`src/hw/rtl/deq_pkg.sv`:
```
// shared types and constants for the double-ended queue core
// no dependencies; imported by every module of the block
package deq_pkg;

  // default sizing
  localparam int DEQ_DEPTH      = 256;
  localparam int DEQ_DATA_WIDTH = 32;

  // members per registered group of the tail gather tree
  localparam int GATHER_GROUP = 16;

  // port field widths
  localparam int OP_W    = 3;
  localparam int VALUE_W = 32;
  localparam int KEEP_W  = 9;
  localparam int COUNT_W = 9;
  localparam int STAT_W  = 2;

  // operation codes
  typedef enum logic [OP_W-1:0] {
    OP_PUSH_FRONT = 3'd0,
    OP_PUSH_BACK  = 3'd1,
    OP_POP_FRONT  = 3'd2,
    OP_POP_BACK   = 3'd3,
    OP_TRUNCATE   = 3'd4
  } deq_op_t;

  // result status codes
  typedef enum logic [STAT_W-1:0] {
    ST_OK    = 2'd0,
    ST_EMPTY = 2'd1,
    ST_FULL  = 2'd2
  } deq_status_t;

  // sequencer states
  typedef enum logic [1:0] {
    S_IDLE,
    S_GATHER,
    S_FINISH
  } deq_state_t;

  // command broadcast to every cell
  typedef struct packed {
    logic              en;
    deq_op_t           op;
    logic [KEEP_W-1:0] keep;
  } deq_cmd_t;

endpackage

```
`src/hw/rtl/deq_cell.sv`:
```
// one storage cell of the queue chain: an entry, its valid bit and a tail pick mark
// depends on deq_pkg; neighbors are the cells at index-1 and index+1
module deq_cell
  import deq_pkg::*;
#(
  parameter int INDEX      = 0,
  parameter int DATA_WIDTH = DEQ_DATA_WIDTH
) (
  input  logic                  clk,
  input  logic                  rst,
  input  deq_cmd_t              cmd,
  input  logic [DATA_WIDTH-1:0] push_data,
  input  logic [DATA_WIDTH-1:0] left_data,
  input  logic                  left_valid,
  input  logic [DATA_WIDTH-1:0] right_data,
  input  logic                  right_valid,
  output logic [DATA_WIDTH-1:0] data,
  output logic                  valid,
  output logic                  pick
);

  logic [DATA_WIDTH-1:0] data_next;
  logic                  valid_next;
  logic                  pick_next;

  // local update from the broadcast command and the two neighbors
  always_comb begin
    data_next  = data;
    valid_next = valid;
    pick_next  = pick;
    if (cmd.en) begin
      pick_next = 1'b0;
      case (cmd.op)
        OP_PUSH_FRONT: begin
          data_next  = left_data;
          valid_next = left_valid;
        end
        OP_PUSH_BACK: begin
          // first free cell after the occupied run takes the value
          if (left_valid && !valid) begin
            data_next  = push_data;
            valid_next = 1'b1;
          end
        end
        OP_POP_FRONT: begin
          data_next  = right_data;
          valid_next = right_valid;
        end
        OP_POP_BACK: begin
          // last occupied cell frees itself and marks its entry for the gather
          if (valid && !right_valid) begin
            valid_next = 1'b0;
            pick_next  = 1'b1;
          end
        end
        OP_TRUNCATE: begin
          if (int'(cmd.keep) <= INDEX) begin
            valid_next = 1'b0;
          end
        end
        default: begin
        end
      endcase
    end
  end

  // control bits
  always_ff @(posedge clk) begin
    if (rst) begin
      valid <= 1'b0;
      pick  <= 1'b0;
    end else begin
      valid <= valid_next;
      pick  <= pick_next;
    end
  end

  // entry payload
  always_ff @(posedge clk) begin
    data <= data_next;
  end

endmodule

```
`config.mk`:
```
export PLATFORM = sky130hd
export DESIGN_NAME = deq_cell
export DESIGN_NICKNAME = d
export VERILOG_FILES = /design/src/hw/rtl/deq_pkg.sv /design/src/hw/rtl/deq_cell.sv
export SDC_FILE = /design/constraint.sdc
export NUM_CORES = 1
export LEC_CHECK = 0
export ABC_AREA = 1
export BUFFER_PORTS_ARGS = -buffer_cell sky130_fd_sc_hd__buf_2
export CORE_ASPECT_RATIO = 0.5
export CORE_MARGIN = 1
export CORE_UTILIZATION = 36
export DETAILED_ROUTE_END_ITERATION = 8
export HOLD_SLACK_MARGIN = 0.06
export PLACE_DENSITY = 0.73
export SLEW_MARGIN = 0
export SYNTH_ARGS = -nofsm -noshare
export SYNTH_HDL_FRONTEND = slang
export SYNTH_SLANG_ARGS = --single-unit
```
`constraint.sdc`:
```
create_clock -name clk -period 2.2 [get_ports clk]
set_input_delay 0.11 -clock clk [delete_from_list [all_inputs] [get_ports clk]]
set_output_delay 0.11 -clock clk [all_outputs]
set_load 0.01 [all_outputs]
```
# Yosys cells after proc, flatten, opt, wreduce, memory -nomap -nowiden
# Index checks and enable logic that the tools add are counted.
classes:
  magnitude_cmp: 1
  n_reduce_logical: 9
  mux: 8
  n_eq_ne: 7
ops:
  columns: ["cell", "n"]
  rows:
  - ["$pmux 32 s3", 1]
  - ["$mux 32", 1]
  - ["$le 9x1->1 const B", 1]
  - ["$eq 3x2->1 const B", 2]
  - ["$ne 2x2->1 const B", 3]
  - ["$mux 1", 5]
  - ["$pmux 1 s5", 1]
  - ["$reduce_and 5->1", 1]
  - ["$reduce_bool 5->1", 1]
  - ["$eq 3x1->1 const B", 1]
  - ["$eq 3x3->1 const B", 1]
  - ["$logic_not 3->1", 1]
  - ["$reduce_and 3->1", 1]
  - ["$reduce_bool 3->1", 1]
  - ["$logic_and 1x1->1", 2]
  - ["$logic_not 1->1", 2]
word_totals:
  inputBits: 113
  wordCells: 28
  out_inout_bits: 34
  register_bits: 34

# Longest topological paths before layout
depth:
  word_depth: 4
  mapped_depth: 9
  ltp_nobuf: 8

# Worst setup path before layout
# Ideal clock, no wire load.
synth_path:
  path_type: "register -> register"
  startpoint: "register valid"
  endpoint: "register data[0], enable pin"
  path_stages_with_launch: 6
  t_required_ns: 1.779
  arrival_time_ns: 1.937
  n_path_buf: 0
  setup_slack_ns: -0.158
  setup_ns: 0.421
  cell_sequence: "dfxtp_1 > inv_1 > nand2_1 > nand3_1 > nand2_1 > nor2_1"
synth_between:
  elab_chain_cells: 4
synth_rtl:
  columns: ["element", "line_no", "text"]
  rows:
  - ["start: declaration", "deq_cell.sv:18", "output logic valid,"]
  - ["start signal: assignment", "deq_cell.sv:73", "valid <= valid_next;"]
  - ["$logic_not 1->1", "deq_cell.sv:40", "if (left_valid && !valid) begin"]
  - ["$logic_and 1x1->1", "deq_cell.sv:40", null]
  - ["$ne 2x2->1 (no line)", null, null]
  - ["$reduce_and 3->1 (no line)", null, null]
  - ["end signal: assignment", "deq_cell.sv:80", "data <= data_next;"]
  - ["end: declaration", "deq_cell.sv:17", "output logic [DATA_WIDTH-1:0] data,"]
# Every way passes these cells.
# A chain may end at the register's enable or synchronous reset.

# Worst setup path after layout
layout_path:
  startpoint: "input port cmd[10] (netlist bit)"
  endpoint: "register data[28] (data pin)"
layout_between:
  elab_chain_cells: 2
  elab_cells_between_ends: 4
  cone_classes: "2 x eq/ne; 1 x mux; 1 x reduce/logical"
layout_rtl:
  columns: ["element", "line_no", "text"]
  rows:
  - ["start: declaration", "deq_cell.sv:11", "input deq_cmd_t cmd,"]
  - ["$eq 3x2->1, or another cell as far along", "deq_cell.sv:33", "case (cmd.op)"]
  - ["$pmux 32 s3 (*)", "deq_cell.sv:33", null]
# Mark *: on every way between the ends. The rest lies on a longest branch, timed or not.

==> flow_summary.ini <==
[run_status]
status = completed

[power]
p_int_uw = 1095
power_frac_comb = 0.213
p_leak_uw = 0.001367
ir_drop_mv = 0.2128
finalPower_uw = 1497
power_switching_uw = 402.1
seqPwrFrac = 0.506
pwr-share-clk = 0.280
p_per_area_nw_per_um2 = 533.6
switching_share = 0.2685

[critical_path]
cp_num_buf_inv = 2
cp.depth = 6
cp_slowest_cell = nand3_2
cp_common_cell = nand2_1
path_cells = buf_2, inv_4, nand2_1, nand3_2, nand2_1, nand3_1
crit_type = primary input to flop
cp-startpoint = cmd[10]
required_ns = 2.22
cpLargestDelayFamily = simple AND/OR/NAND/NOR gates
worstReg2RegStart = valid
r2r_setup_slack_ns = 0.91
worst-path-max-fanout = 35
cp-endpoint = data[28]
critPathCaptureType = flop
max_stage_delay_ns = 0.53
cp.arrival_ns = 1.78
start_kind = primary input
worstReg2RegEnd = data[22]
reg2reg_depth = 6

[clock_network]
cts_hold_buf = 1
root_buffer = clkbuf_8
cts_buffers = 5
path_clk_slew_ns = 0.07
cts_sinks = 34
ctsLongestPathBuffers = 2
post_cts_buffers = 0
worstSkewPairLatency_ns = 0.28
h-tree-depth = 2
cts_tree = done
cts_resized = 0

[timing]
max_slew_margin = 0.5580
period_needed_ns = 1.767
fin_setup_tns_ns = 0
max_freq_mhz = 566.0
hold_violations = 0
rsz0062_at_grt = no
drv_slew = 0
tightest_slew_ns = 0.6622
setup_viol = 0
fin_crit_sh = 0.8031
finClkSkew_ns = 0.004314

[global_route]
antenna_found_initial = 0
grt_pass1_vias = 2106
grt_max_degree = 36
grt_usage = 0.2136
globalRoute.totalOverflow = 0
grt_pass1_wl_mm = 9.515

[yosys]
synth_warnings = 0
synthCells = 231
ys_seq_area_frac = 0.5155
synthesis.nets = 344
avgSynthCellArea_um2 = 8.406
synth_cell_types = 17
netlist_area_um2 = 1942
synth_seq_cells = 34

[finish]
final_common_cell = buf_2
mostFrequentLayoutCells = 146 x buf_2, 68 x nand3_1, 49 x nand2_1
syn_to_final_growth_pct = 44.52
final_nets = 485
fillCellCount = 499
insertedDiodeCount = 0
drive_gt1_frac = 0.4394

[floorplanning]
core-area_um2 = 5045
num_rows = 18
die-area_um2 = 5710
die_w_um = 105.9
initial_core_util = 0.3849
die-height_um = 53.94
io_pins = 147

[routing]
viasPerCell = 5.263
vias = 2321
routedWlPerCell_um = 14.06
drc = 0
wl_mm = 6.202
drt_iter0_drc = 134
antenna_left = 0
dr.pass1.iters = 5

[placement]
place_hpwl_mm = 4.620
gp_congestion = 0.8430
numPortBuffers = 146

[run]
drv_cap = 0

[worst_hold_path]
holdCritPathClass = primary input to flop
[per-stage QoR]
stage / worst slack [ns] / area (µm²) / hold WS (ns) / util / std cells
floorplan: 0.3725 / 1944 / 0.2035 / - / 231
CTS: 0.5060 / 2806 / 0.07197 / 0.5563 / 441
global placement: 0.3269 / 2724 / 0.3278 / 0.5399 / 434
global route: 0.2815 / 2806 / 0.1024 / 0.5563 / 441
detailed placement: 0.2083 / 2724 / 0.3333 / 0.5399 / 434
finish: 0.4332 / 2806 / 0.06672 / 0.5563 / 441
[how the worst min path moves through the flow]
stage          startpoint  endpoint  slack (ns)  cells past startpoint
3_5_place_dp      cmd[12]      pick        0.33                      2
5_1_grt               rst     valid        0.10                      4
6_report              rst     valid        0.07                      4
3_3_place_gp      cmd[12]      pick        0.33                      2
2_1_floorplan     cmd[12]      pick        0.20                      1
4_1_cts               rst     valid        0.07                      4
[routing by layer]
metal | GRT usage | vias up | part of all wire
met5 | 0 | - | 0
met4 | 0.06713 | 0 | 0.013
met3 | 0.03753 | 14 | 0.064
met2 | 0.3922 | 101 | 0.52
met1 | 0.2653 | 1089 | 0.40
li1 | - | 1117 | -
[registers in the layout (all words and copies together) (netlist names)]
name	count
pick	1
valid	1
data	32
[area by class of cell]
type	count	area (µm²)	area share
well taps	70	87.58	0.03121
inverters	12	47.55	0.01694
clock buffers	5	68.82	0.02452
repair buffers	153	785.8	0.2800
flip-flops and latches	34	1001	0.3567
multi-input cells	166	812.0	0.2893
clock inverters	1	3.754	0.001337
[cell families after synthesis]
logic type / share of synthesized area
AO/OA/AOI/OAI: 0.01031
flip-flops: 0.5155
buffers and inverters: 0.06766
AND/OR/NAND/NOR: 0.4066
[tightest hold or removal path: stages]
cell and delay (ns):
buf_2 0.08, inv_1 0.04, nand2_1 0.05, nor2_1 0.03
[Yosys cell counts (all sizes together)]
master,count,area share
edfxtp,32,0.49
o21ai,2,0.0052
clkbuf,9,0.017
dfxtp,2,0.021
nand3,69,0.18
inv,12,0.024
nor2,11,0.025
buf,10,0.026
nand2,49,0.095
nand4,33,0.11
a21oi,2,0.0052
[power by group through the flow]
stage | Combinational (µW) | Sequential, µW | Clock [µW]
2_1_floorplan | 140 | 788 | 0
3_3_place_gp | 307 | 772 | 0
3_5_place_dp | 316 | 772 | 0
4_1_cts | 318 | 759 | 422
5_1_grt | 354 | 761 | 446
6_report | 319 | 758 | 420
No activity file was read; power rests on OpenSTA's default activity.
